==> src/rtl/slla_pkg.sv <==
// Shared types and constants for the sparse linear layer.
// No dependencies; every other file refers to it by scoped names.
package slla_pkg;

	typedef enum logic [1:0] {
		CMD_WEIGHT  = 2'd0,
		CMD_BIAS    = 2'd1,
		CMD_NONZERO = 2'd2,
		CMD_END     = 2'd3
	} cmd_t;

	// one classified item as it waits in the queue
	typedef struct packed {
		cmd_t        cmd;
		logic [3:0]  out_idx;
		logic [7:0]  in_idx;
		logic [31:0] value;
		logic        idx_ok;
	} entry_t;

	typedef struct packed {
		logic busy;
		logic emitting;
	} back_stat_t;

	localparam int QDEPTH = 4;
	localparam logic [31:0] QNAN = 32'h7FC0_0000;

endpackage

==> src/rtl/slla_queue.sv <==
// Short item queue between the front end and the back end.
// Uses slla_pkg for the entry type and depth.
module slla_queue (
	input  logic             clk,
	input  logic             arst_n,
	input  logic             push,
	input  slla_pkg::entry_t push_entry,
	output logic             full,
	input  logic             pop,
	output logic             head_valid,
	output slla_pkg::entry_t head
);

	localparam int PW = $clog2(slla_pkg::QDEPTH);

	slla_pkg::entry_t slot_q [slla_pkg::QDEPTH];
	logic [PW-1:0]    wr_ptr_q;
	logic [PW-1:0]    rd_ptr_q;
	logic [PW:0]      cnt_q;

	assign full       = (cnt_q == (PW+1)'(slla_pkg::QDEPTH));
	assign head_valid = (cnt_q != '0);
	assign head       = slot_q[rd_ptr_q];

	always_ff @(posedge clk) begin
		if (push)
			slot_q[wr_ptr_q] <= push_entry;
	end

	always_ff @(posedge clk or negedge arst_n) begin
		if (!arst_n) begin
			wr_ptr_q <= '0;
			rd_ptr_q <= '0;
			cnt_q    <= '0;
		end else begin
			if (push)
				wr_ptr_q <= wr_ptr_q + PW'(1);
			if (pop)
				rd_ptr_q <= rd_ptr_q + PW'(1);
			unique case ({push, pop})
				2'b10:   cnt_q <= cnt_q + (PW+1)'(1);
				2'b01:   cnt_q <= cnt_q - (PW+1)'(1);
				default: cnt_q <= cnt_q;
			endcase
		end
	end

endmodule

==> config.mk <==
export PLATFORM = sky130hd
export DESIGN_NAME = slla_queue
export DESIGN_NICKNAME = d
export VERILOG_FILES = /design/src/rtl/slla_pkg.sv /design/src/rtl/slla_queue.sv
export SDC_FILE = /design/constraint.sdc
export NUM_CORES = 1
export LEC_CHECK = 0
export BUFFER_PORTS_ARGS = -buffer_cell sky130_fd_sc_hd__buf_2
export CAP_MARGIN = 20
export CELL_PAD_IN_SITES_DETAIL_PLACEMENT = 1
export CELL_PAD_IN_SITES_GLOBAL_PLACEMENT = 2
export CORE_MARGIN = 8
export CORE_UTILIZATION = 40
export CTS_CLUSTER_DIAMETER = 40
export DETAILED_ROUTE_END_ITERATION = 10
export PLACE_DENSITY_LB_ADDON = 0.1
export SETUP_SLACK_MARGIN = 0.4
export SYNTH_ARGS = -nofsm -noshare
export SYNTH_HDL_FRONTEND = slang
export SYNTH_SLANG_ARGS = --single-unit
export TNS_END_PERCENT = 1
==> constraint.sdc <==
create_clock -name clk -period 2.04 [get_ports clk]
set_input_delay 0.408 -clock clk [delete_from_list [all_inputs] [get_ports clk]]
set_output_delay 0.408 -clock clk [all_outputs]
set_load 0.01 [all_outputs]
==> results of run 1 <==
-- report_power, final --
part	internal (W)	switching, W
Combinational	0.00262	0.00218
Clock	0.00180	0.00140
Sequential	0.00525	0.000234
-- cell type report --
cell class                      instances  area, um^2
Clock buffer                           18         429
Tap cell                              229         287
Timing Repair Buffer                  125        1110
Fill cell                            1587        8710
Clock inverter                         14         134
Inverter                                3        11.3
Sequential cell                       195        5830
Multi-Input combinational cell         70        1270
-- final timing paths --
check,start,end,cells after the start
worst min register to register,cnt_q[2]$_DFFE_PN0P_,cnt_q[2]$_DFFE_PN0P_,1
max in group asynchronous,arst_n,rd_ptr_q[0]$_DFFE_PN0P_,2
worst min-delay path,push_entry[14],slot_q[0][14]$_DFFE_PP_,1
min in group asynchronous,arst_n,cnt_q[2]$_DFFE_PN0P_,2
worst max register to register,wr_ptr_q[0]$_DFFE_PN0P_,slot_q[2][21]$_DFFE_PP_,4
worst max-delay path,rd_ptr_q[0]$_DFFE_PN0P_,head[3],4
-- routing by layer --
layer | vias to the layer above | global-route usage (%) | part of all wire, %
met2 | 78 | 22.5 | 51
li1 | 1451 | - | -
met4 | 0 | 5.40 | 1.4
met5 | - | 0 | 0
met3 | 17 | 3.67 | 5.1
met1 | 1710 | 16.6 | 42
-- cells by family (layout without fill, tap and decap cells) --
kind of cell | Yosys count | count (layout) | share of synthesized area (%)
xor gates and xnor gates | 6 | 6 | 0.730
and+or+nand+nor | 9 | 9 | 0.696
DFF | 195 | 195 | 80.9
muxes | 48 | 48 | 15.0
buffers and inverters | 14 | 160 | 1.50
AOI/OAI and AO/OA | 1 | 1 | 0.0695
adders and majority gates | 6 | 6 | 1.15
-- cells in the final DEF, fill, tap and decap left out, drive strengths merged, types with 2 or more instances in the layout --
master and count:
and2 4, buf 120, bufinv 2, clkbuf 22, clkinv 8, dfrtp 7
edfxtp 188, ha 5, inv 6, mux4 47, nand2 2, xnor2 3
xor2 3
-- repair_timing --
action / CTS / global route
endpoints found under the setup margin: 49 / 75
resized for setup: 27 / 21
pin swaps: 2 / 2
hold buffers: 1 / 0
buffers inserted: 0 / 6
gates cloned: 0 / 4
hold endpoints to repair: 7 / 0
-- stage by stage --
stage / total power (W) / utilization, % / instance area, um^2
floorplan: 0.00787 / - / 7200
global placement: 0.00940 / 45.5 / 8090
detailed placement: 0.00946 / 45.5 / 8090
CTS: 0.0131 / 49.6 / 8830
global route: 0.0141 / 51.0 / 9060
finish: 0.0135 / 51.0 / 9060
-- state kept, by name, indices dropped and copies added, names as in the netlist --
name,cells
cnt_q,3
rd_ptr_q,2
slot_q,188
wr_ptr_q,2
==> flow_results.org, run 1 <==
** GRT
- The number of antenna violations at the first check in global routing was 0.
- Entering global routing, the biggest net connects 29 pins.
- Global-route wire length before repair :: roughly 22 mm
- Global routing consumed, over all layers together, 13.5% of the routing resources.
- The via count of the first global-routing pass is 3693.
- Overflow left after global routing :: 0

** Place
- The count of buffers added on input and output ports is 99.
- Post-DP HPWL :: 8.99 mm
- Number of placed instances, taps included :: about 610
- Routability-driven placement finished with a final weighted congestion of ~0.65.
- Prior to clock tree synthesis, the placed netlist has a worst setup slack of ~200 ps.

** Status
- The flow ran to the end, but the final reports show violations.
- The final reports fail on setup timing.

** CTS
- TritonCTS built the clock tree.
- Num Clock Sinks :: 195
- Clock slew seen by the registers of the worst setup and hold paths :: 70 ps
- Clock insertion delay at the later pin of the skew report :: 420 ps
- CTS placed an instance of clkbuf_16 at the clock tree root.
- In this run the deepest clock path goes through 2 buffers.
- The H-tree was split into 4 levels.
- CTS Buf Count :: 17

** Critical path
- Critical path required time :: approximately 1600 ps
- Flop2flop setup slack :: 570 ps
- Largest driver fanout on the critical path :: 8
- The signal on the critical path passes through buf_4 -> clkbuf_16 -> mux4_2 -> buf_6.
- On the critical path the largest part of the delay comes from multiplexers.
- Endpoint kind of the worst setup timing path :: output port
- Type of the setup path with the least slack :: flop to output port
- On the worst path, the slowest cell contributes a delay of 520 ps.
- Among all stages on the critical path, the largest delay is contributed by mux4_2.
- Combined buffer and inverter count along the critical path :: 3
- For the worst setup path, the data arrival time is approximately 1900 ps.
- Startpoint type of the worst setup path :: flop

** Timing
- Tightest hold margin :: about 190 ps
- Final setup violating endpoints :: 47
- Final min period :: 2280 ps
- Based on the critical path, the design can be clocked at up to 0.439 GHz.
- Sum Neg Setup Slack :: -8890 ps
- Fin worst setup slack :: -238 ps
- The hold violation total from the final report came to 0.
- Clock skew on the completed layout was measured at 8.85 ps.
- Post-route clock period utilization :: 112%
- Setup repair after global routing could not meet its margin everywhere.
- At the pin with the least slew margin, the transition time is around 340 ps.
- Headroom to the max-slew limit :: 77.2%
- Final slew viol count :: 0

** Yosys
- Of all flip-flops after synthesis, the portion carrying an async set or reset was 3.59%.
- Net count after synthesis :: 336
- edfxtp_1 takes more of the synthesized area than any other cell.
- Synthesis produced 279 cells.
- Counting distinct cell types in the post-synthesis netlist gives 21.
- In this run, synthesis inferred 188 flip-flops with an integrated enable.
- The Yosys step of the flow raised 0 warnings.
- Synth Cell Area :: about 0.0072 mm^2
- Average cell area after synthesis :: 25.8 um^2
- Seq/Total Area, Yosys :: 80.9%
- Register bit count reported by yosys :: 195
- Sorting the synthesized cells by area gives the leading types as edfxtp_1, mux4_2, dfrtp_1.
- Top FF cell, synth :: edfxtp_1
- After synthesis, the largest area contributor takes up between 70% and 80% of total cell area.
- Cell types with the highest counts after synthesis :: edfxtp_1, mux4_2, dfrtp_1
- Top-count cell post-synth :: edfxtp_1

** Cells and area
- The repair_antennas step left the layout with diodes totalling 0.
- The final layout contains 469 nets.
- The count of cells in the finished layout, fillers not included, comes to 654.
- From synthesis to final layout, the design area changed by 26.0%.
- In the final layout, the share of cells above drive strength 1 is about half.

** Floorplanning
- Core outline area :: 0.0178 mm^2
- Horizontal extent of the die :: roughly 150 um
- Measured along the y axis, the die boundary spans 150 um.
- The floorplan step defined a die boundary enclosing 0.0225 mm^2.
- Pin placement for this block handled 100 I/O pins.
- The floorplan has 49 rows.
- Starting utilization of the core area :: between 40 and 50%

** Drt
- Wires add up to 14.8 mm.
- The first detailed-routing pass ran for 4 iterations.
- Number of vias in the routed layout :: approximately 3300
- After detailed routing, the average wire length per cell comes to 22.7 um.
- For this run, design rule violations remaining after detail routing come to 0.
- The detail route stage leaves a number of antenna-violating nets equal to 0.
- Detailed router's first-iteration violation count :: ~270
- Dividing the detail-routed via count by the number of cells gives around 5.0.

** Hold path
- The min-delay analysis places its worst path in the category input port to flop.

** Power
- Largest voltage drop on the vdd net :: 0.000738 V
- The analysis attributes to cell leakage a power of 3.16 nW.
- Dividing total power by cell area gives a power density of between 1000 and 1500 mW/mm^2.

** Run
- Max Cap Violations :: 0
Power figures use the tool's default switching activity.
==> run 2, diff against run 1 <==
CORE_UTILIZATION = 48   (was 40)
clock period = 2.75 ns   (was 2.04 ns; I/O delays follow)
==> flow_results.org, run 2 (synthesis gave the netlist of run 1 again) <==
** Status
- The flow ran to the end, and the final reports show no timing, DRC or antenna violations.

** Timing
- The worst relative slew slack came to 71.8% (-5.3 points).
- The hold violation total from the final report was 0 (unchanged).
- Setup repair after global routing could not meet its margin everywhere.
- Sum Neg Setup Slack :: 0 ps (+8890 ps)
- Fmax :: between 0.4 and 0.5 GHz
- The number of max-slew violations in the final report was 0 (unchanged).
- The maximum clock skew at final layout is 5.14 ps (-3.71 ps).
- Dividing the final minimum period by the clock period gives 87.3%.
- The worst path needs ~2400 ps of the cycle, external delays included.
- Worst Tran Pin Value :: 422 ps (+80.0 ps)
- Final setup violating endpoints :: 0 (-100%)

** Floorplanning
- Num rows :: 44 (-10%)
- The floorplan die area was 0.0192 mm^2 (-15%).
- Chip height :: 138 um (-7.8%)
- Core outline area :: 0.0146 mm^2 (-18%)
- The initial core utilization is 49.3% (+8.9 points).
- The top-level I/O count is 100 (unchanged).
- Horizontal extent of the die :: 138 um (-7.8%)

** Drt
- Detailed router's first-iteration violation count :: 185 (-31%)
- The final routed wire length divided by cell count was 22.0 um (-3.0%).
- The detailed-routing iteration count for the pre-antenna-repair pass is 4 (unchanged).
- Number of nets with antenna violations after routing :: 0 (unchanged)
- The total length of routed wires is 13.3 mm (-11%).
- Number of vias per cell :: 5.33 (+7.0%)
- DRC errors left :: 0 (unchanged)
- Number of vias in the routed layout :: 3212 (-1.4%)

** Place
- The weighted congestion at the end of routability-driven global placement was 0.713 (+9.4%).
- Number of port buffers :: 99 (unchanged)
- The HPWL after detailed placement was 8.19 mm (-9.0%).

** Critical path
- Endpoint kind of the worst setup timing path :: output port
- Among all stages on the critical path, the largest delay is contributed by mux4_2.
- The delay of the slowest critical-path stage came to 540 ps (+20 ps).
- The number of cells on the worst reg-to-reg path came to 4 (unchanged).
- The required time at the endpoint of the critical path was 2200 ps (+570 ps).
- The critical path is of the flop to output port type.
- Cell mode on critical path :: buf_12
- STA classifies the critical path startpoint as a flop.
- Cell-by-cell listing of the critical path :: buf_12 -> buf_12 -> mux4_2 -> buf_6
- The top fanout value on the critical path came to 8 (unchanged).
- Data arrival at the endpoint of the critical path :: 1850 ps (-20 ps)

** CTS
- TritonCTS built the clock tree.
- Clock insertion delay at the later pin of the skew report :: 430 ps (about the same)
- Root buf cell :: clkbuf_16
- The number of buffers created by CTS is 17 (unchanged).
- Maximum level of the CTS H-tree :: 4 (unchanged)
- Clock slew seen by the registers of the worst setup and hold paths :: 70 ps (about the same)
- The largest buffer count on any clock path was 2 (unchanged).
- The clock sink count was 195 (unchanged).

** GRT
- The first-pass GRT wire length came to 21.1 mm (-4.2%).
- Overflow left after global routing :: 0 (unchanged)
- Pin count of the biggest net entering global routing :: 45 (+55%)
- The via count of the first global-routing pass came to 3666 (-0.73%).
- Number of antenna violations at the first check in global routing :: 1 (+1)
- Global-route usage over all layers :: 14.7% (+1.1 points)

** Power
- The leakage power came to 3.06 nW (-3.1%).
- Power per unit of standard cell area :: 1090 mW/mm^2 (-27%)
- Largest voltage drop on the vdd net :: 0.000504 V (-32%)

** Hold path
- In this run the worst hold path is classified as input port to flop.
- Hold path cells :: 1 (unchanged)

** Cells and area
- Counting flops per register, the top entry is slot_q.
- The number of nets at the end of the flow came to 462 (-1.5%).
- Most common cell after layout, fill and taps aside :: edfxtp_1
- Share of final-layout standard cells stronger than drive strength 1 :: 48.3% (-0.85 points)
- The fraction of the core area covered by cells at the end of the flow was 60.1% (+9.1 points).
- The area growth from synthesis to layout is 21.8%.
- Fill cell instance count of the final layout :: 1233 (-22%)
- Flip-flop count of the largest register, all copies and words added :: 188 (unchanged)
- In the final layout, the registers with the most flip-flops are slot_q (188), cnt_q (3).
- Most used cells in the layout excluding fill and tap cells :: edfxtp_1, buf_2, mux4_2, clkbuf_16, buf_12

** Run
- Max Cap Violations :: 0 (unchanged)
[run 2: per-layer routing]
metal  vias to the layer above  share of wire [%]  global-route usage (%)
li1                       1437                  -                       -
met3                        21                5.4                    4.90
met2                        82                 51                    24.4
met1                      1670                 41                    17.1
met4                         2                1.8                    6.18
met5                         -              0.068                       0
[run 2: worst paths after layout]
path,startpoint,to,slack (ps)
worst min register to register,cnt_q[2]$_DFFE_PN0P_,cnt_q[2]$_DFFE_PN0P_,480
worst max-delay path,rd_ptr_q[0]$_DFFE_PN0P_,head[5],350
min in group asynchronous,arst_n,cnt_q[0]$_DFFE_PN0P_,490
worst min-delay path,push_entry[22],slot_q[2][22]$_DFFE_PP_,330
max in group asynchronous,arst_n,rd_ptr_q[0]$_DFFE_PN0P_,2080
worst max register to register,wr_ptr_q[1]$_DFFE_PN0P_,slot_q[1][24]$_DFFE_PP_,1160
[run 2: cell type report]
cell class | count | area [um^2] | share of cell area (%)
Inverter | 3 | 11.3 | 0.128
Multi-Input combinational cell | 70 | 1260 | 14.4
Timing Repair Buffer | 118 | 801 | 9.14
Tap cell | 184 | 230 | 2.63
Clock buffer | 17 | 425 | 4.85
Sequential cell | 195 | 5830 | 66.5
Clock inverter | 15 | 204 | 2.33
Antenna cell | 1 | 2.50 | 0.0286
[run 2: critical path, delay by kind of cell (launching register included)]
| family | cells | cell delay (ps) |
|---|---|---|
| buffers and inverters | 3 | 420 |
| DFF | 1 | 460 |
| muxes | 1 | 540 |
[run 2: what timing repair did]
item,4_1_cts,5_1_grt
cloned,2,0
resized for setup,6,2
hold buffers,1,0
endpoints found under the hold margin,7,0
buffers inserted,4,2
endpoints found under the setup margin,44,46
[run 2: through the flow]
step	area, um^2	setup slack (ps)	power (W)	instances	hold slack, ps
after floorplan	7200	595	0.00585	279	254
after global routing	8760	287	0.0100	602	318
final	8760	349	0.00957	603	334
after global placement	7970	612	0.00681	561	399
after CTS	8740	310	0.00971	600	308
after detailed placement	7970	602	0.00688	561	399
[run 2: power by group]
| part | switching, W | internal, W |
|---|---|---|
| Combinational | 0.00145 | 0.00149 |
| Sequential | 0.000164 | 0.00390 |
| Clock | 0.00104 | 0.00153 |
